[src/rtl/afc_ram.sv]
// Generic RAM: one write port, two registered read ports.
module afc_ram #(
	parameter int unsigned WIDTH = 64,
	parameter int unsigned DEPTH = 8
) (
	input  logic                     clk,
	input  logic                     we,
	input  logic [$clog2(DEPTH)-1:0] waddr,
	input  logic [WIDTH-1:0]         wdata,
	input  logic [$clog2(DEPTH)-1:0] raddr0,
	output logic [WIDTH-1:0]         rdata0,
	input  logic [$clog2(DEPTH)-1:0] raddr1,
	output logic [WIDTH-1:0]         rdata1
);

	logic [WIDTH-1:0] mem [DEPTH];

	always_ff @(posedge clk) begin
		if (we) begin
			mem[waddr] <= wdata;
		end
		rdata0 <= mem[raddr0];
		rdata1 <= mem[raddr1];
	end

endmodule

[config.mk]
export PLATFORM = sky130hd
export DESIGN_NAME = afc_ram
export DESIGN_NICKNAME = d
export VERILOG_FILES = /design/src/rtl/afc_ram.sv
export SDC_FILE = /design/constraint.sdc
export NUM_CORES = 1
export LEC_CHECK = 0
export ABC_AREA = 1
export ABC_CLOCK_PERIOD_IN_PS = 6800
export BUFFER_PORTS_ARGS = -buffer_cell sky130_fd_sc_hd__buf_2
export CAP_MARGIN = 30
export CELL_PAD_IN_SITES_DETAIL_PLACEMENT = 0
export CELL_PAD_IN_SITES_GLOBAL_PLACEMENT = 1
export CORE_MARGIN = 8
export CORE_UTILIZATION = 36
export DETAILED_ROUTE_END_ITERATION = 6
export GPL_ROUTABILITY_DRIVEN = 0
export PLACE_DENSITY = 0.62
export SETUP_SLACK_MARGIN = 0.5
export SYNTH_ARGS = -nofsm -noshare
export SYNTH_HDL_FRONTEND = slang
export SYNTH_SLANG_ARGS = --single-unit
[constraint.sdc]
create_clock -name clk -period 6.8 [get_ports clk]
set_clock_uncertainty 0.05 [all_clocks]
set_input_delay 0.34 -clock clk [delete_from_list [all_inputs] [get_ports clk]]
set_output_delay 0.34 -clock clk [all_outputs]
set_load 0.02 [all_outputs]
# Word-level counts from Yosys, hierarchy flattened
# Memory sizes are Yosys's and may differ from the RTL's. A register that Yosys moved wholly into a read port is not among the register bits.
# Cells that the tools add are included.
[op_classes] muxes=2
[ops] cell="$mux 1" n=2
[totals] register_bits=0 ramBits=512 in_bits=75 out_inout_bits=128 wordCells=3 memories=1
[memory_table] name="mem" words=8 word_bits=64 rd=2 rd_clocked_by_memory_dff=2 write_ports=1 line="16" text="logic [WIDTH-1:0] mem [DEPTH];"

# Depth between registers and ports, before layout
[logic_depth] depth_word=2 ltp_mapped=9 mapped_depth_nobuf=6

# Least setup slack after synthesis
# OpenSTA, ideal clock, no wires.
[synth_timing] kind="input port to flip-flop" from="in waddr[0]" to="mem mem[0][0] (enable)" t_arrival_ns=3.158 path_slack_ns=3.106 path_stages=3 path_buffers=0 cell_sequence="inv_1 > nand2_1 > nor2_1"
[synth_rtl] element="start: declaration" line="8" text="input logic [$clog2(DEPTH)-1:0] waddr,"
[synth_rtl] element="end: declaration" line="16"
# Straight into the memory's write port.

==> flow_summary.json <==
{
  "slew_headroom": 0.329,
  "endpoint_kind": "flip-flop",
  "io-pin-count": 203,
  "critical_path_class": "input pin to flip-flop",
  "grtUsageMet2": 0.320,
  "crit_top_cell": "nand2_1",
  "drc": 0,
  "num_rows": 106,
  "numClockSinks": 640,
  "routedWlPerCell_um": 18.8,
  "finalCriticalPeriod_ns": 2.39,
  "final-hold-violation-count": 0,
  "io_buffers": 202,
  "met1_usage": 0.262,
  "clockRootBuffer": "clkbuf_16",
  "die_area_um2": 93000,
  "antenna_found_initial": 3,
  "required_ns": 7.24,
  "cp_slowest_stage_delay_ns": 0.78,
  "seq_area_frac_synth": 0.596,
  "tightestPinTransition_ns": 1.01,
  "maxCapViolCount": 0,
  "syn_nets": 3622,
  "cp.arrival_ns": 2.82,
  "fill_cells": 8372,
  "report.final.slew_viol_count": 0,
  "ys_warn_count": 0,
  "nNetsFinal": 3806,
  "initialDrtViolationCount": 1604,
  "ff_latch_area_um2": 17900,
  "status": "finished, final reports clean",
  "ys_ff_latch": 640,
  "crit_slowest_cell": "buf_4",
  "p_leak_nw": 16.5,
  "busiest_layer": "met2",
  "fmax_mhz": 419,
  "clk_pin_slew_ns": 0.06,
  "track_usage": 0.193,
  "area_delta_synth_final_pct": 15.3,
  "setup_viol": 0,
  "ant_nets": 0,
  "hold_class": "input pin to flip-flop",
  "core-area_um2": 83200,
  "stdcell_area_um2": 34700,
  "drtPass1Iterations": 5,
  "grt_pass1_vias": 22597,
  "vias": 22843,
  "p_sw_mw": 2.38,
  "clk_path_buf_depth": 3,
  "worstPathCellList": "buf_8 -> buf_4 -> buf_4 -> nand2_1 -> nand3_1 -> nand2_1 -> nand2_1 -> nand2_1",
  "cts_tree": "done",
  "synthesis.instances": 3547,
  "vias_per_cell": 4.69,
  "worst-path-max-fanout": 67,
  "cts-buffers-inserted": 76,
  "peakVddDrop_v": 0.000167,
  "start_kind": "input pin",
  "syn_avg_cell_area_um2": 8.48,
  "wl_um": 91800,
  "start_util": 0.362,
  "post-route-period-util": 0.351,
  "power_density_nw_per_um2": 272,
  "netlist_area_um2": 30100,
  "power.share.switching": 0.252,
  "seq_power_share": 0.473,
  "clk_latency_ns": 0.60,
  "p_int_mw": 7.06,
  "overflow": 0,
  "yosysUniqueCellTypes": 13,
  "tns_ns": 0,
  "multi_input_area_um2": 8920,
  "combPwrFrac": 0.106,
  "die_x_um": 305,
  "place_hpwl_um": 47900,
  "grt_max_degree": 137,
  "rsz0062_at_grt": "false",
  "p_clk_frac": 0.420,
  "grt_pass1_wl_um": 139000,
  "use_met3": 0.0313,
  "drive_gt1_frac": 0.0960,
  "htreeDepth": 3,
  "placed_area_um2": 31600,
  "die_y_um": 305
}
## power by group through the flow
stage,logic (mW),clock network (mW),registers [mW]
after floorplan,0.539,0,4.64
after global placement,0.988,0,4.55
after detailed placement,0.987,0,4.55
after CTS,1.02,4.08,4.47
after global routing,1.12,4.21,4.48
final,1.00,3.97,4.47
## layout make-up
type | instances | share of cell area
diodes | 3 | 0.000217
well taps | 1080 | 0.0390
clock buffers | 109 | 0.0666
multi-input cells | 2190 | 0.257
repair buffers | 302 | 0.0581
flip-flops and latches | 640 | 0.517
inverters | 521 | 0.0572
clock inverters | 28 | 0.00408
## layout by cell type, fill, tap and decap left out
| cell | n |
|---|---|
| dlygate4sd3_1 | 62 |
| clkbuf_8 | 7 |
| nand2_1 | 1670 |
| edfxtp_1 | 512 |
| clkinv_2 | 12 |
| nor2_4 | 8 |
| buf_6 | 2 |
| buf_16 | 3 |
| clkinvlp_4 | 2 |
| diode_2 | 3 |
| inv_1 | 515 |
| clkinv_4 | 1 |
| inv_8 | 2 |
| inv_4 | 3 |
| dfxtp_1 | 128 |
| clkbuf_16 | 86 |
| buf_4 | 37 |
| buf_2 | 196 |
| buf_8 | 2 |
| nand3_1 | 512 |
| clkinv_1 | 11 |
| clkbuf_1 | 16 |
| inv_6 | 3 |
## critical path, delay by kind of cell
family | cells | cell delay (ns)
buffers and inverters | 3 | 1.90
and+or+nand+nor | 5 | 0.45
## flip-flops by register name, indices dropped and copies added (netlist names)
| signal | flops |
|---|---|
| rdata0 | 64 |
| rdata1 | 64 |
| mem | 512 |
## routing by layer
layer | vias to the layer above | part of all wire
met5 | - | 0
met4 | 0 | 0.019
met3 | 121 | 0.050
met2 | 551 | 0.46
met1 | 10753 | 0.47
li1 | 11418 | -
## what timing repair did
action	4_1_cts	5_1_grt
hold buffers	62	0
setup buffers	0	0
gates resized for setup	0	0
hold endpoints to repair	494	0
## synthesized netlist by cell type
cell type	instances	area [um^2]
nand3_1	512	2560
dfxtp_1	128	2560
buf_4	20	150
buf_1	18	67.6
buf_6	50	563
nor2_1	8	30.0
inv_1	517	1940
edfxtp_1	512	15400
inv_2	2	7.51
nand2_1	1670	6270
inv_4	2	12.5
clkbuf_1	6	22.5
buf_2	102	510
## final timing paths
kind	start	endpoint	slack (ns)	cells past startpoint
setup / recovery	raddr1[0]	rdata1[44]	4.41	8
hold / removal	wdata[28]	mem[2][28]	0.05	1
setup reg to reg	mem[7][16]	rdata1[16]	5.69	6
hold reg to reg	mem[0][45]	rdata1[45]	0.58	6
## kinds of logic (layout without fill, tap and decap cells)
logic type / count (synthesis) / after routing / synth area share
buffers and inverters: 717 / 960 / 0.109
AND/OR/NAND/NOR: 2190 / 2190 / 0.295
flip-flops: 640 / 640 / 0.596
other: 0 / 3 / 0
## stage by stage
stage          total power, mW   util  hold slack, ns  setup WS [ns]  cells
2_1_floorplan             5.18      -           0.389           3.11   3547
3_3_place_gp              5.54  0.379           0.564           3.82   4668
3_5_place_dp              5.54  0.380           0.567           3.81   4670
4_1_cts                   9.57  0.416         0.00270           4.46   4869
5_1_grt                   9.81  0.417          0.0364           4.23   4871
6_report                  9.44  0.417          0.0518           4.41   4873
(Power assumes the default switching activity.)
