$ cat src/rtl/afc_pkg.sv
// Shared types and constants for the bounding-box frustum cull block.
package afc_pkg;

	typedef enum logic [1:0] {
		ST_IDLE,
		ST_MUL,
		ST_DIV,
		ST_FINISH
	} st_t;

	typedef struct packed {
		logic issue;
		logic first;
	} mac_ctl_t;

	localparam int unsigned MTX_REGS  = 8;
	localparam int unsigned ADDR_W    = 6;
	localparam int unsigned ACC_W     = 66;
	localparam int unsigned DEN_W     = 64;
	localparam int unsigned QUO_W     = 33;
	localparam int unsigned MUL_CNT_W = 3;

	localparam logic [MUL_CNT_W-1:0] MUL_DONE  = 3'd6;
	localparam logic [MUL_CNT_W-1:0] MUL_TERMS = 3'd4;
	localparam logic [1:0]           COL_W     = 2'd3;

	localparam logic signed [31:0] S32_MAX = 32'sh7FFF_FFFF;
	localparam logic signed [31:0] S32_MIN = 32'sh8000_0000;

endpackage

$ cat src/rtl/afc_mac.sv
// Shared 32x32 signed multiplier with a registered product and wide accumulator.
module afc_mac (
	input  logic                             clk,
	input  logic                             arst_n,
	input  afc_pkg::mac_ctl_t                ctl,
	input  logic signed [31:0]               op_a,
	input  logic signed [31:0]               op_b,
	output logic signed [afc_pkg::ACC_W-1:0] acc
);

	logic signed [63:0]               prod_s1;
	logic                             valid_s1;
	logic                             first_s1;
	logic signed [afc_pkg::ACC_W-1:0] acc_q;

	always_ff @(posedge clk or negedge arst_n) begin
		if (!arst_n) begin
			valid_s1 <= 1'b0;
			first_s1 <= 1'b0;
		end else begin
			valid_s1 <= ctl.issue;
			first_s1 <= ctl.first;
		end
	end

	always_ff @(posedge clk) begin
		if (ctl.issue) begin
			prod_s1 <= op_a * op_b;
		end
		if (valid_s1) begin
			if (first_s1) begin
				acc_q <= (afc_pkg::ACC_W)'(prod_s1);
			end else begin
				acc_q <= acc_q + (afc_pkg::ACC_W)'(prod_s1);
			end
		end
	end

	assign acc = acc_q;

endmodule

$ cat config.mk
export PLATFORM = sky130hd
export DESIGN_NAME = afc_mac
export DESIGN_NICKNAME = d
export VERILOG_FILES = /design/src/rtl/afc_pkg.sv /design/src/rtl/afc_mac.sv
export SDC_FILE = /design/constraint.sdc
export NUM_CORES = 2
export LEC_CHECK = 0
export BUFFER_PORTS_ARGS = -buffer_cell sky130_fd_sc_hd__buf_2
export CAP_MARGIN = 25
export CORE_MARGIN = 5
export CORE_UTILIZATION = 24
export CTS_BUF_LIST = sky130_fd_sc_hd__clkbuf_4 sky130_fd_sc_hd__clkbuf_8
export CTS_CLUSTER_SIZE = 25
export DETAILED_ROUTE_END_ITERATION = 7
export GPL_TIMING_DRIVEN = 1
export RECOVER_POWER = 50
export SLEW_MARGIN = 15
export SYNTH_ARGS = -nofsm -noshare
export SYNTH_HDL_FRONTEND = slang
export SYNTH_SLANG_ARGS = --single-unit
$ cat constraint.sdc
create_clock -name clk -period 5 [get_ports clk]
set_clock_uncertainty 0.1 [all_clocks]
set_input_delay 1 -clock clk [delete_from_list [all_inputs] [get_ports clk]]
set_output_delay 1 -clock clk [all_outputs]
set_load 0.1 [all_outputs]
Word level (Yosys, flattened, before mapping)
Cells that the tools add are included.
{ "word_totals": {"ff_bits": 132, "latch_bits": 0, "mem_bits_rw": 0, "rom_bits": 0, "inputBits": 68, "out_inout_bits": 66, "word_cells": 7, "memories": 0} }
{ "op_classes": {"addsub": 1, "multipliers": 1, "div_mod_pow": 0, "order_cmp": 0, "n_eq_ne": 0, "n_shift": 0, "n_mux": 1, "bitwise": 0, "n_reduce_logical": 0} }
{ "ops": {"columns": ["op", "n"], "rows": [
  ["66-bit by 64-bit adder with 66-bit output", 1],
  ["66-bit two-way mux", 1],
  ["32-bit by 32-bit multiplier with 64-bit output", 1]
]} }

Longest topological paths before layout
{ "logic_depth": {"ltp_word": 2, "ltp_mapped": 29, "depth_no_buf": 27} }

Worst setup path before layout
Ideal clock, no wire load.
{ "synth_path": {"path_type": "in2reg", "start": "input op_a[31]", "end": "register prod_s1[61] (data pin)", "setup_ps": 266, "arrival_time_ps": 8169, "required_ps": 4634, "slack_ps": -3535, "cell_stages": 26, "path_buffers": 2, "path_cell_list": "clkbuf_1 > nand2_1 > inv_1 > fa_1 > fa_1 > inv_1 > fa_1 > inv_1 > fa_1 > inv_1 > fa_1 > inv_1 > fa_1 > inv_1 > fa_1 > inv_1 > fa_1 > ha_1 > clkbuf_1 > and3_1 > nand2_1 > or3_1 > o21bai_1 > a2111oi_0 > nor3_1 > xor2_1"} }
{ "synth_between": {"elab_chain_len": 1} }
{ "synth_lines": {"columns": ["item", "line", "source"], "rows": [
  ["start: declaration", "afc_mac.sv:6", "input logic signed [31:0] op_a,"],
  ["32-bit by 32-bit multiplier with 64-bit output", "afc_mac.sv:28", "prod_s1 <= op_a * op_b;"],
  ["end signal: assignment", "afc_mac.sv:28", null],
  ["end: declaration", "afc_mac.sv:11", "logic signed [63:0] prod_s1;"]
]} }
No other way between the ends.
A chain may end at the register's enable or synchronous reset.

Final worst setup path
{ "layout_path": {"start": "input op_a[12]", "end": "register prod_s1[58] (data pin)"} }
Same word-level chain as after synthesis.

==> flow_metrics.tcl <==
set metrics [dict create \
    initial_core_util_pct 24.2 \
    dr.pass1.iters 7 \
    path_class "in2reg" \
    wire_per_inst_um 16.7 \
    synth_top_area_share_pct 48.3 \
    crit_fanout 5 \
    cts.sinks 132 \
    synth_area_leader_cell "fa_1" \
    end_kind "flip-flop" \
    port_buffers 133 \
    drv_slew 181 \
    syn_to_final_growth_pct 26.1 \
    grt_util_all_layers_pct 13.1 \
    totalWireLength_mm 130 \
    ys_ff_latch 132 \
    grt_max_degree 80 \
    cts_root_buf "clkbuf_8" \
    vias 33460 \
    first_global_vias 37382 \
    worstPathArrival_ps 7930 \
    die_y_um 443 \
    clk_pin_slew_worst_paths_ps 80 \
    htreeDepth 4 \
    place_congestion 0.873 \
    antenna_left 0 \
    cts_made_buffers 17 \
    worst_path_most_repeated_cell "fa_2" \
    failed_checks "capacitance limit, slew limit, setup timing" \
    postCtsHoldBufs 0 \
    dpl.hpwl_mm 112 \
    hold_class "in2async" \
    syn-num-nets 6156 \
    outcome "complete, but fails checks" \
    fp-row-count 158 \
    grt_setup_unrepaired "yes" \
    synth_edf_count 130 \
    synth_cell_types 92 \
    syn_inst 4756 \
    nFillCells 19151 \
    antenna_found_initial 10 \
    cts_max_path_buffers 2 \
    drive_gt1_share_pct 23.2 \
    post-route-min-period_ps 7800 \
    async_flop_share_pct 1.52 \
    crit_family "adder cells" \
    maxCapViolCount 4 \
    die_w_um 443 \
    hold_viol 0 \
    routed_via_density 4.31 \
    first_iter_violations 2063 \
    seq_area_frac_synth_pct 8.80 \
    finalSetupViolations 56 \
    synthTopCellsByArea "fa_1 (48%), edfxtp_1 (8.7%), inv_1 (8.7%)" \
    yosysWarningCount 0 \
    post-place-ws_ps -3640 \
    cp_data_required_time_ps 5130 \
    clk-insertion-delay-late_ps 490 \
    synth_ff_type "edfxtp_1" \
    fmax_mhz 128 \
    setup_ws_ps -2800 \
    syn_area_sq_um 44900 \
    io_pins 134 \
    worst_pin_slew_ps 2280 \
    final.period_utilization_pct 156 \
    nets 6670 \
    die-area_sq_um 196000 \
    drc 0 \
    core_area_sq_um 186000 \
    cpPeakStageDelay_ps 580 \
    cp-start-kind "primary input" \
    grt-ovfl-total 0 \
    cts_tree "yes" \
    grt_pass1_wl_mm 208 \
    crit_buf_inv 7 \
    syn-mean-instance-area_sq_um 9.45 \
    cp_slowest_cell "fa_1" \
    max-slew-margin-rel_pct -51.8 \
]
## routing by layer
metal | share of wire [%] | GRT usage (%)
met3 | 4.3 | 1.50
met2 | 51 | 23.7
met1 | 42 | 16.9
met5 | 0.022 | 0
met4 | 2.3 | 2.81
## final cells by class
type | instances | area [sq um] | area share, %
Clock inverter | 15 | 179 | 0.316
Multi-Input combinational cell | 3336 | 38100 | 67.2
Timing Repair Buffer | 746 | 7200 | 12.7
Antenna cell | 7 | 17.5 | 0.0309
Sequential cell | 132 | 3950 | 6.98
Inverter | 1037 | 3900 | 6.88
Clock buffer | 17 | 234 | 0.413
Tap cell | 2480 | 3100 | 5.48
## worst reg2reg max path: cells and delay by family (launching register included)
| kind | cells | cell delay, ps |
|---|---|---|
| and+or+nand+nor | 2 | 340 |
| adders and majority gates | 2 | 570 |
| xor gates and xnor gates | 1 | 220 |
| buffers and inverters | 1 | 50 |
| AOI/OAI and AO/OA | 7 | 2200 |
| DFF | 1 | 400 |
## registers in the layout (all words and copies together) (netlist names)
signal and cells:
first_s1 1, valid_s1 1, acc 66, prod_s1 64
## logic make-up (layout without fill, tap and decap cells)
kind of cell	Yosys count	after routing	share of synthesized area, %
flip-flops	132	132	8.80
AO/OA/AOI/OAI	488	488	7.15
adder cells (fa/ha/maj)	1332	1332	55.2
XOR/XNOR	129	129	2.51
other	0	7	0
buffers and inverters	1288	1815	11.0
multiplexers	6	6	0.145
AND/OR/NAND/NOR	1381	1381	15.2
## layout by cell type, fill, tap and decap left out, types with 20 or more instances in the layout
master	Yosys	routed
fa_2	0	95
nand4_1	20	20
xor2_1	49	43
and2_1	516	460
a21oi_1	127	84
and2_4	0	57
xnor2_1	80	68
a21oi_2	0	33
a21o_1	81	81
edfxtp_1	130	130
o21bai_1	26	20
inv_1	1037	973
nand2_2	0	20
buf_8	0	33
ha_1	249	202
nor2_1	80	72
buf_12	0	67
buf_4	4	427
nand3_1	28	26
inv_2	0	62
o21ai_0	110	92
buf_6	4	124
nand2_1	643	609
fa_1	1083	988
buf_2	5	74
ha_4	0	46
## cell usage after synthesis, types with 4 or more instances
library cell  number
a211oi_1          14
and4_1             4
buf_2              5
o21ai_0          110
and3_1            14
o31ai_1           13
xnor2_1           80
fa_1            1083
buf_4              4
nand2b_1          19
a311oi_1           4
o21ai_1            7
nor2_1            80
mux2_2             4
edfxtp_1         130
nand3_1           28
a21oi_1          127
a221oi_1           4
or2_2              5
o31a_1             4
o21a_1            14
o211ai_1           6
a21boi_0           7
a2111oi_0          5
a21o_1            81
clkbuf_1         231
or3_1              4
nor2b_1           13
and2_1           516
nor3_1            14
ha_1             249
buf_6              4
a31oi_1           12
xor2_1            49
nand4_1           20
nand2_1          643
o21bai_1          26
inv_1           1037
## what timing repair did
action	4_1_cts	5_1_grt
cloned	3	5
endpoints found under the setup margin	56	56
hold endpoints to repair	0	0
pin swaps	207	230
setup buffers	65	62
resized for setup	413	260
## through the flow
stage / utilization, % / setup TNS [ps] / cells / area [sq um] / hold WS, ps
2_1_floorplan: - / -117240 / 4756 / 46100 / 428
3_3_place_gp: 28.2 / -159910 / 7613 / 52500 / 449
3_5_place_dp: 28.2 / -164180 / 7613 / 52500 / 457
4_1_cts: 29.6 / -117010 / 7702 / 55000 / 149
5_1_grt: 30.5 / -128680 / 7765 / 56600 / 168
6_report: 30.5 / -121760 / 7770 / 56700 / 197
## worst paths after layout
| check | cells past startpoint | to | start | slack, ps |
|---|---|---|---|---|
| min in group clk | 2 | acc[21] | prod_s1[21] | 460 |
| max reg2reg | 13 | acc[50] | acc[0] | 750 |
| max | 26 | prod_s1[58] | op_a[12] | -2800 |
| min reg2reg | 2 | acc[21] | prod_s1[21] | 460 |
| max in group asynchronous | 1 | valid_s1 | arst_n | 4470 |
| min | 1 | first_s1 | arst_n | 200 |
Power is not shown: default switching activity piles up to over one toggle a cycle in this logic, so the estimate is an artifact.
