==> src/rtl/afc_pkg.sv <==
// Shared types and constants for the bounding-box frustum cull block.
package afc_pkg;

	typedef enum logic [1:0] {
		ST_IDLE,
		ST_MUL,
		ST_DIV,
		ST_FINISH
	} st_t;

	typedef struct packed {
		logic issue;
		logic first;
	} mac_ctl_t;

	localparam int unsigned MTX_REGS  = 8;
	localparam int unsigned ADDR_W    = 6;
	localparam int unsigned ACC_W     = 66;
	localparam int unsigned DEN_W     = 64;
	localparam int unsigned QUO_W     = 33;
	localparam int unsigned MUL_CNT_W = 3;

	localparam logic [MUL_CNT_W-1:0] MUL_DONE  = 3'd6;
	localparam logic [MUL_CNT_W-1:0] MUL_TERMS = 3'd4;
	localparam logic [1:0]           COL_W     = 2'd3;

	localparam logic signed [31:0] S32_MAX = 32'sh7FFF_FFFF;
	localparam logic signed [31:0] S32_MIN = 32'sh8000_0000;

endpackage

==> src/rtl/afc_div.sv <==
// Restoring divider, one quotient bit per cycle, saturating signed 32-bit result.
module afc_div #(
	parameter int unsigned NUM_W = 80
) (
	input  logic                             clk,
	input  logic                             arst_n,
	input  logic                             start,
	input  logic [NUM_W-1:0]                 num,
	input  logic                             neg,
	input  logic [afc_pkg::DEN_W-1:0]        den,
	output logic                             done,
	output logic signed [31:0]               quo
);

	localparam int unsigned QW   = afc_pkg::QUO_W;
	localparam int unsigned CW   = $clog2(QW + 1);

	logic                      busy_q;
	logic                      done_q;
	logic [CW-1:0]             cnt_q;
	logic [afc_pkg::DEN_W-1:0] rem_q;
	logic [QW-1:0]             lo_q;
	logic [QW-1:0]             q_q;
	logic                      sat_q;
	logic                      neg_q;

	logic [afc_pkg::DEN_W-1:0] num_hi;
	logic [afc_pkg::DEN_W:0]   trial;
	logic                      fits;

	assign num_hi = (afc_pkg::DEN_W)'(num[NUM_W-1:QW]);
	assign trial  = {rem_q, lo_q[QW-1]};
	assign fits   = trial >= {1'b0, den};

	always_ff @(posedge clk or negedge arst_n) begin
		if (!arst_n) begin
			busy_q <= 1'b0;
			done_q <= 1'b0;
			cnt_q  <= '0;
		end else begin
			if (start) begin
				// quotient of 2^33 or more always saturates
				if (num_hi >= den) begin
					done_q <= 1'b1;
				end else begin
					done_q <= 1'b0;
					busy_q <= 1'b1;
					cnt_q  <= CW'(QW);
				end
			end else if (busy_q) begin
				cnt_q  <= cnt_q - 1'b1;
				done_q <= cnt_q == CW'(1);
				if (cnt_q == CW'(1)) begin
					busy_q <= 1'b0;
				end
			end else begin
				done_q <= 1'b0;
			end
		end
	end

	always_ff @(posedge clk) begin
		if (start) begin
			sat_q <= num_hi >= den;
			neg_q <= neg;
			rem_q <= num_hi;
			lo_q  <= num[QW-1:0];
			q_q   <= '0;
		end else if (busy_q) begin
			rem_q <= fits ? trial[afc_pkg::DEN_W-1:0] - den : trial[afc_pkg::DEN_W-1:0];
			lo_q  <= {lo_q[QW-2:0], 1'b0};
			q_q   <= {q_q[QW-2:0], fits};
		end
	end

	always_comb begin
		if (neg_q) begin
			if (sat_q || q_q > QW'(33'h0_8000_0000)) begin
				quo = afc_pkg::S32_MIN;
			end else begin
				quo = -$signed(q_q[31:0]);
			end
		end else begin
			if (sat_q || q_q > QW'(33'h0_7FFF_FFFF)) begin
				quo = afc_pkg::S32_MAX;
			end else begin
				quo = $signed(q_q[31:0]);
			end
		end
	end

	assign done = done_q;

endmodule
==> config.mk <==
export PLATFORM = sky130hd
export DESIGN_NAME = afc_div
export DESIGN_NICKNAME = d
export VERILOG_FILES = /design/src/rtl/afc_pkg.sv /design/src/rtl/afc_div.sv
export SDC_FILE = /design/constraint.sdc
export NUM_CORES = 1
export LEC_CHECK = 0
export ABC_CLOCK_PERIOD_IN_PS = 6160
export BUFFER_PORTS_ARGS = -buffer_cell sky130_fd_sc_hd__buf_2
export CORE_ASPECT_RATIO = 0.9
export CORE_MARGIN = 8
export CORE_UTILIZATION = 50
export CTS_CLUSTER_DIAMETER = 60
export CTS_CLUSTER_SIZE = 10
export DETAILED_ROUTE_END_ITERATION = 12
export PLACE_DENSITY = 0.75
export SYNTH_ARGS = -nofsm -noshare
export SYNTH_HDL_FRONTEND = slang
export SYNTH_SLANG_ARGS = --single-unit
==> constraint.sdc <==
create_clock -name clk -period 6.16 [get_ports clk]
set_input_delay 0.308 -clock clk [delete_from_list [all_inputs] [get_ports clk]]
set_output_delay 0.308 -clock clk [all_outputs]
set_load 0.05 [all_outputs]
Word level (Yosys, flattened, before mapping)
Index checks and enable logic that the tools add are counted.
{ "word_totals": {"regBits": 140, "wordCells": 40, "in_bits": 148} }
{ "classes": {"mux": 18, "magnitude_cmp": 4, "n_eq_ne": 2, "reduce_logical": 4, "add_sub_neg": 3} }
{ "op_table": {"columns": ["cell", "n"], "rows": [
  ["$mux W32", 3],
  ["$mux W47", 2],
  ["$mux W33", 2],
  ["$ge A65 B64 Y1", 1],
  ["$ge A47 B64 Y1", 1],
  ["$mux W64", 1],
  ["$sub A64 B64 Y64", 1],
  ["$gt A33 B31 Y1 const B", 1],
  ["$gt A33 B32 Y1 const B", 1],
  ["$neg A32 Y32", 1],
  ["$mux W6", 3],
  ["$mux W1", 7],
  ["$eq A6 B1 Y1 const B", 1],
  ["$sub A6 B1 Y6 const B", 1],
  ["$logic_or A1 B1 Y1", 2],
  ["$ne A2 B2 Y1 const B", 1],
  ["$reduce_and A2 Y1", 1],
  ["$reduce_bool A2 Y1", 1]
]} }

Depth between registers and ports, before layout
Gate-level depths: netlist of the first run.
{ "logic_depth": {"ltp_word": 4, "depth_mapped": 15, "depth_no_buf": 14} }

Least setup slack after synthesis of the first run
No wires, ideal clock.
{ "synth_timing": {"path_type": "reg-to-output", "start": "reg q_q[10]", "end": "out quo[14]", "slack_ns": 1.405, "arrival_ns": 4.447, "n_path_buf": 2, "stages_incl_launch_ff": 13, "required_time_ns": 5.852, "path_cell_list": "dfxtp_1 buf_6 or4_4 nand4bb_4 nor4_2 nand4_1 or3_1 o21ai_4 nand2_4 inv_2 nand2_1 buf_2 o311ai_0"} }
{ "synth_via": {"elab_chain_len": 4} }
{ "synth_lines": {"columns": ["element", "line_no", "text"], "rows": [
  ["start: declaration", "afc_div.sv:23", "logic [QW-1:0] q_q;"],
  ["start signal: assignment", "afc_div.sv:72", "q_q <= {q_q[QW-2:0], fits};"],
  ["$gt A33 B31 Y1 / $gt A33 B32 Y1 (equally long branches)", "afc_div.sv:84, afc_div.sv:78", null],
  ["$logic_or A1 B1 Y1, on equally long branches", "afc_div.sv:84, afc_div.sv:78", null],
  ["$mux W32, on equally long branches", "afc_div.sv:84, afc_div.sv:78", null],
  ["$mux W32 (*)", "afc_div.sv:77", "if (neg_q) begin"],
  ["end: declaration", "afc_div.sv:12", "output logic signed [31:0] quo"]
]} }
Mark *: on every way between the ends. The rest lies on a longest branch, timed or not.

Final worst setup path of the first run
{ "layout_timing": {"start": "reg q_q[0]", "end": "out quo[3]"} }
Same word-level chain as after synthesis.

==> results of run 1 <==
-- worst reg2reg max path, stage by stage, from the launching register on --
cell and delay [ns]:
edfxtp_1 0.45, inv_1 0.09, ha_1 0.16, inv_1 0.05, fa_1 0.42, a21oi_1 0.26
o21ai_0 0.15, and4_1 0.25, o2111ai_1 0.35, a21oi_1 0.22, a211oi_1 0.92, o21ai_0 0.34
xnor2_1 0.20, o211ai_1 0.18, o211a_1 0.16
-- power by group through the flow --
stage	Clock (mW)	Combinational (mW)	Sequential, mW
2_1_floorplan	0	2.70	1.42
3_3_place_gp	0	3.39	1.46
3_5_place_dp	0	3.44	1.47
4_1_cts	1.10	3.46	1.45
5_1_grt	1.14	3.90	1.49
6_report	1.08	3.53	1.46
-- per-layer routing --
metal	global-route usage	wire, um	part of all wire	vias to the layer above
li1	-	-	-	5758
met1	0.3262	16600	0.47	5557
met2	0.3582	15880	0.45	488
met3	0.03784	2388	0.068	32
met4	0.04806	446	0.013	0
met5	0	0	0	-
-- synthesized netlist by cell type, drive strengths merged (16+ instances only) --
master,instances,area [um^2]
nand2,145,551.8
inv,101,379.1
o311ai,31,271.5
mux2i,42,420.4
a21oi,112,560.5
edfxtp,82,2462
nor2,110,412.9
o211ai,24,180.2
mux2,55,619.3
xor2,35,306.5
dfxtp,50,1001
buf,16,87.58
nor4,17,112.6
xnor2,27,236.5
clkbuf,80,300.3
a21o,52,390.4
ha,115,1439
nor3,36,190.2
o21ai,102,521.8
o21a,21,157.7
nand4,42,262.8
nand3,28,140.1
-- flip-flops by register name, summed over array words and instances, names as in the netlist --
register / cells
done: 1
neg_q: 1
q_q: 33
busy_q: 1
cnt_q: 6
sat_q: 1
rem_q: 64
lo_q: 33
-- through the flow --
step | cell area [um^2] | std cells | hold slack [ns]
finish | 14160 | 1969 | 0.05223
global route | 14160 | 1969 | 0.03725
CTS | 14160 | 1968 | 0.04485
detailed placement | 13530 | 1935 | 0.1577
global placement | 13530 | 1935 | 0.1584
floorplan | 12520 | 1501 | 0.01241
-- area by class of cell --
| type | instances | area (um^2) |
|---|---|---|
| multi-input cells | 1163 | 8090 |
| clock inverters | 8 | 62.56 |
| clock buffers | 24 | 558.0 |
| well taps | 342 | 427.9 |
| fillers | 2282 | 10680 |
| diodes | 1 | 2.502 |
| inverters | 102 | 384.1 |
| repair buffers | 189 | 973.4 |
| flip-flops and latches | 140 | 3665 |
-- cell families (layout without fill, tap and decap cells) --
kind of cell | Yosys count | count (layout)
XOR/XNOR | 62 | 62
adder cells (fa/ha/maj) | 116 | 116
buffers and inverters | 198 | 323
flip-flops | 140 | 140
AO/OA/AOI/OAI | 445 | 445
multiplexers | 97 | 97
AND/OR/NAND/NOR | 443 | 443
other | 0 | 1
-- repair_timing --
| item | 4_1_cts | 5_1_grt |
|---|---|---|
| gates resized for setup | 0 | 0 |
| endpoints found under the hold margin | 8 | 0 |
| hold buffers | 1 | 0 |
-- worst max path at each step --
stage,from,endpoint
after floorplan,q_q[10],quo[14]
after global placement,q_q[0],quo[2]
after detailed placement,q_q[0],quo[3]
after global routing,q_q[1],quo[22]
final,q_q[0],quo[3]
after CTS,q_q[0],quo[3]
==> metrics.md, run 1 <==
| Metric | Value |
|---|---|
| Status | finished, final reports clean |
| Die height | 166.1 um |
| DIE AREA | 30360 um^2 |
| Worst reg-to-reg setup slack | 1.91 ns |
| GP Congestion | 0.9291 |
| Max-cap violation count | 0 |
| Synth Area in Compound Gates | 0.2322 |
| Crit start category | flip-flop |
| Avg Synthesized Cell Area | 8.340 um^2 |
| Combinational Power Share | 0.581 |
| Number of flops mapped to enable cells by yosys | 82 |
| Hold Path Class | in2reg |
| Setup CP Type | reg2out |
| Most frequent cells in the layout | 179 x buf_2, 144 x nand2_1, 115 x ha_1 |
| Pre-CTS setup slack | 1.597 ns |
| Total GRT Usage | 0.2288 |
| Worst hold path cell count | 1 |
| CORE AREA | 24840 um^2 |
| Critical path's top delay family | simple AND/OR/NAND/NOR gates |
| Final HPWL DP | 26830 um |
| Post-synthesis sequential area ratio | 0.2927 |
| PnR Total Power | 6.064 mW |
| Number of global-route vias before repair | 11280 |
| Most common cell after layout, fill and taps aside | buf_2 |
| Internal power | 3.298 mW |
| Crit path required time | 5.85 ns |
| GRT overflow | 0 |
| Initial DRC Count | 1271 |
| Final Skew | 0.01065 ns |
| Nets | 1877 |
| Slew @ Worst Pin | 1.091 ns |
| Initial core utilization | 0.5039 |
| Max IR drop VDD | 0.2063 mV |
| Share of layout cells above drive strength 1 | 0.1900 |
| Critical Path AT | 4.80 ns |
| Avg WL per Cell | 17.93 um |
| Mux cell area share after synthesis | 0.08306 |
| Site Rows | 55 |
| Worst setup margin | 1.050 ns |
| Drt first pass iters | 5 |
| Synthesized cell area | 12520 um^2 |
| Worst setup EP type | primary output |
| Final hold vios | 0 |
| Crit Path Max Fanout | 29 |
| Core Util, Final | 0.5701 |
| WL final | 35310 um |
| RSZ-0062 raised after global routing | no |
| Yosys reg bits | 140 |
| Adder-Cell Fraction of Synth Area | 0.1165 |
| DR vias/cell | 6.011 |
| TritonCTS buffer count | 17 |
| Root Buffer | clkbuf_16 |
| Bufs and invs on worst path | 3 |
| Ys flop type | edfxtp_1 |
| Simple-Gate Fraction of Synth Area | 0.1706 |
| Clock latency on the worst-skew pair | 0.43 ns |
| I/O pin total | 181 |
| Antenna Violating Nets Remaining | 0 |
| Largest net degree at the start of global routing | 61 |
| Leak pwr | 6.502 nW |
| Switching share of power | 0.4562 |
| Syn Nets | 1765 |
| Post-CTS Setup Inserts | 0 |
| Endpoints failing setup | 0 |
| # DRC | 0 |
| Min Tclk post-route | 5.110 ns |
| Flop pwr share | 0.240 |
| Largest family of logic cells by synthesized area | compound AO/OA/AOI/OAI gates |
| H-Tree Level Count | 4 |
| Critical Path Slowest Stage Cell | o311ai_0 |
| Slew Limit Fails | 0 |
| Post-synth ARST share | 0.05714 |
| Number of cells on the critical path | 13 |
| Yosys Warn Count | 0 |
| Max stage delay on crit path | 0.59 ns |
| Register-to-Register Path Depth | 14 |
| RR Startpoint | lo_q[32] |
| Hold path start | neg |
| PortBufs | 180 |
| Worst path cell trace | inv_1 > ha_1 > nor3b_1 > nand3_1 > nor4_2 > nand4_1 > or3_1 > o21ai_4 > nand2_4 > inv_2 > nand2_1 > o311ai_0 > buf_2 |
| CTS Sinks | 140 |
| Period utilization | 0.8296 |
| Distinct cells, synth | 77 |
| Psw | 2.766 mW |
| Vias | 11840 |
| TritonCTS clock tree | built |
| Max-slew headroom | 0.2680 |
| Gate Count Post-Synth | 1501 |
| Layout area overhead | 13.14% |
| Hold EP | neg_q |
| Die X | 182.8 um |
| Total Neg Setup Slack | 0 ns |
| Pwr per Cell Area | 428.1 nW/um^2 |
| First-pass GRT wire length | 57710 um |
| Number of antenna violations at the first check in global routing | 1 |
| Reg2reg end | rem_q[58] |
| XOR/XNOR Fraction of Synth Area | 0.04338 |
| Clock Power Share | 0.179 |
| Fmax achieved | 0.1957 GHz |
| Max clock buf depth | 2 |
| Clk pin slew, worst setup/hold paths | 0.06 ns |
No activity file was read; power rests on OpenSTA's default activity.
==> run 2: changes to the inputs <==
Settings changed: ABC_CLOCK_PERIOD_IN_PS 6160 to 4300, PLACE_DENSITY 0.75 to 0.78.
Clock period 6.16 ns to 4.3 ns, I/O delays scaled along.
==> metrics.md, run 2 (synthesis results as in run 1) <==
| Metric | Value |
|---|---|
| Status | finished, final reports clean |
| DIE AREA | 30360 um^2 (unchanged) |
| Site Rows | 55 (unchanged) |
| Slew Limit Fails | 0 (unchanged) |
| PortBufs | 180 (unchanged) |
| Max clock buf depth | 2 (unchanged) |
| Avg WL per Cell | 18.15 um (+1.2%) |
| Leak pwr | 6.580 nW (+1.2%) |
| Fmax achieved | 0.2417 GHz |
| Final hold vios | 0 (unchanged) |
| Worst setup EP type | primary output |
| H-Tree Level Count | 4 (unchanged) |
| GP Congestion | 0.9255 (-0.39%) |
| TritonCTS buffer count | 17 (unchanged) |
| DP Area | 13570 um^2 (+0.30%) |
| Slew @ Worst Pin | 1.156 ns (+0.06408 ns) |
| Max reg flops | 64 (unchanged) |
| Number of global-route vias before repair | 11570 (+2.6%) |
| Endpoints failing setup | 0 (unchanged) |
| Nets | 1882 (+0.27%) |
| Internal power | 4.749 mW (+44%) |
| Share of layout cells above drive strength 1 | 0.1974 (+0.007388) |
| RR Startpoint | rem_q[0] |
| Design Area, Final | 14350 um^2 (+1.3%) |
| Crit path required time | 4.09 ns (-1.76 ns) |
| PnR Total Power | 8.783 mW (+45%) |
| Crit start category | flip-flop |
| TritonCTS clock tree | built |
| Setup CP Type | reg2out |
| Most common cell after layout, fill and taps aside | buf_2 |
| Combinational Power Share | 0.587 (+0.006) |
| I/O pin total | 181 (unchanged) |
| Min Tclk post-route | 4.138 ns |
| Flop pwr share | 0.241 (about the same) |
| Psw | 4.035 mW (+46%) |
| DR vias/cell | 6.038 (+0.45%) |
| Antenna Violating Nets Remaining | 0 (unchanged) |
| Hold path start | num[57] |
| Total GRT Usage | 0.2313 (+0.002449) |
| Number of antenna violations at the first check in global routing | 3 (+2) |
| Die X | 182.8 um (unchanged) |
| Layout area overhead | 14.62% |
| Period utilization | 0.9623 |
| Clock Power Share | 0.173 (-0.006) |
| Worst path cell trace | or4_4 > nand4bb_4 > nor4_4 > nand4_1 > or3_1 > o21ai_4 > nand2_8 > inv_4 > nand2_2 > buf_6 > o311ai_0 > buf_4 |
| # DRC | 0 (unchanged) |
| Vias | 11930 (+0.76%) |
| Initial core utilization | 0.5039 (unchanged) |
| Worst Setup SP | q_q[10] |
| Largest net degree at the start of global routing | 82 (+34%) |
| GRT overflow | 0 (unchanged) |
| Max IR drop VDD | 0.3064 mV (+49%) |
| First-pass GRT wire length | 58360 um (+1.1%) |
| Clock latency on the worst-skew pair | 0.43 ns (about the same) |
| Pwr per Cell Area | 612.1 nW/um^2 (+43%) |
| Most frequent cells in the layout | 158 x buf_2, 143 x nand2_1, 115 x ha_1 |
| Final Skew | 0.01075 ns (+0.0001002 ns) |
| WL final | 35840 um (+1.5%) |
| RSZ-0062 raised after global routing | yes |
| Max stage delay on crit path | 0.55 ns (-0.04 ns) |
| Crit Path Max Fanout | 23 (-21%) |
| Switching share of power | 0.4594 (+0.003177) |
| CORE AREA | 24840 um^2 (unchanged) |
| Max-cap violation count | 0 (unchanged) |
| Max-slew headroom | 0.2296 (-0.03833) |
| Clk pin slew, worst setup/hold paths | 0.07 ns (about the same) |
| Die height | 166.1 um (unchanged) |
| Drt first pass iters | 6 (+1) |
| Top Registers | rem_q (64), lo_q (33), q_q (33) |
| Final HPWL DP | 27000 um (+0.62%) |
| Largest reg by FF count | rem_q |
| CTS Sinks | 140 (unchanged) |
| Hold Path Class | in2reg |
| Critical Path AT | 3.92 ns (-0.88 ns) |
| Initial DRC Count | 1238 (-2.6%) |
| Root Buffer | clkbuf_16 |
| Critical Path Slowest Stage Cell | or4_4 |
[run 2: final timing paths]
kind                              to  slack [ns]  cells after the start
min reg2reg                rem_q[51]        0.51                      2
min in group asynchronous   cnt_q[5]        0.15                      2
max in group asynchronous     busy_q        3.97                      2
min                        rem_q[24]        0.07                      2
max                          quo[21]        0.16                     12
max reg2reg                rem_q[34]        0.27                     12
[run 2: power by group through the flow]
stage / clock network (mW) / registers, mW / logic [mW]
finish: 1.52 / 2.11 / 5.15
global route: 1.58 / 2.15 / 5.71
CTS: 1.54 / 2.10 / 5.02
detailed placement: 0 / 2.12 / 4.97
global placement: 0 / 2.11 / 4.88
floorplan: 0 / 2.04 / 3.87
[run 2: per-stage QoR]
| step | instances | hold slack [ns] | worst slack [ns] | TNS, ns | utilization |
|---|---|---|---|---|---|
| floorplan | 1501 | -0.08059 | -0.3616 | -3.949 | - |
| global placement | 1937 | 0.06517 | 0.4099 | 0 | 0.5463 |
| detailed placement | 1937 | 0.06392 | 0.2765 | 0 | 0.5463 |
| CTS | 1972 | 0.06645 | 0.04134 | 0 | 0.5720 |
| global route | 1975 | 0.07034 | -0.05689 | -0.2521 | 0.5776 |
| finish | 1975 | 0.07334 | 0.1620 | 0 | 0.5776 |
[run 2: critical path: cells and delay by family, from the launching register on]
| kind | cells | cell delay [ns] |
|---|---|---|
| compound gates | 2 | 0.57 |
| buf+inv | 3 | 0.64 |
| flops | 1 | 0.37 |
| simple gates | 7 | 1.92 |
[run 2: final cells by class]
class                   instances  area, um^2
clock buffers                  21       503.0
repair buffers                194        1120
inverters                     102       386.6
well taps                     342       427.9
multi-input cells            1163        8148
fillers                      2199       10490
diodes                          2       5.005
clock inverters                11       92.59
flip-flops and latches        140        3666
[run 2: timing repair]
item,4_1_cts,5_1_grt
pin swaps,1,1
setup buffers,1,0
hold endpoints to repair,9,0
resized for setup,6,44
hold buffers,2,0
cloned,0,1
setup endpoints to repair,29,40
[run 2: per-layer routing]
layer,part of all wire,track usage
met1,0.46,0.3175
met2,0.45,0.3597
met3,0.072,0.04724
met4,0.022,0.07102
met5,0.00031,0
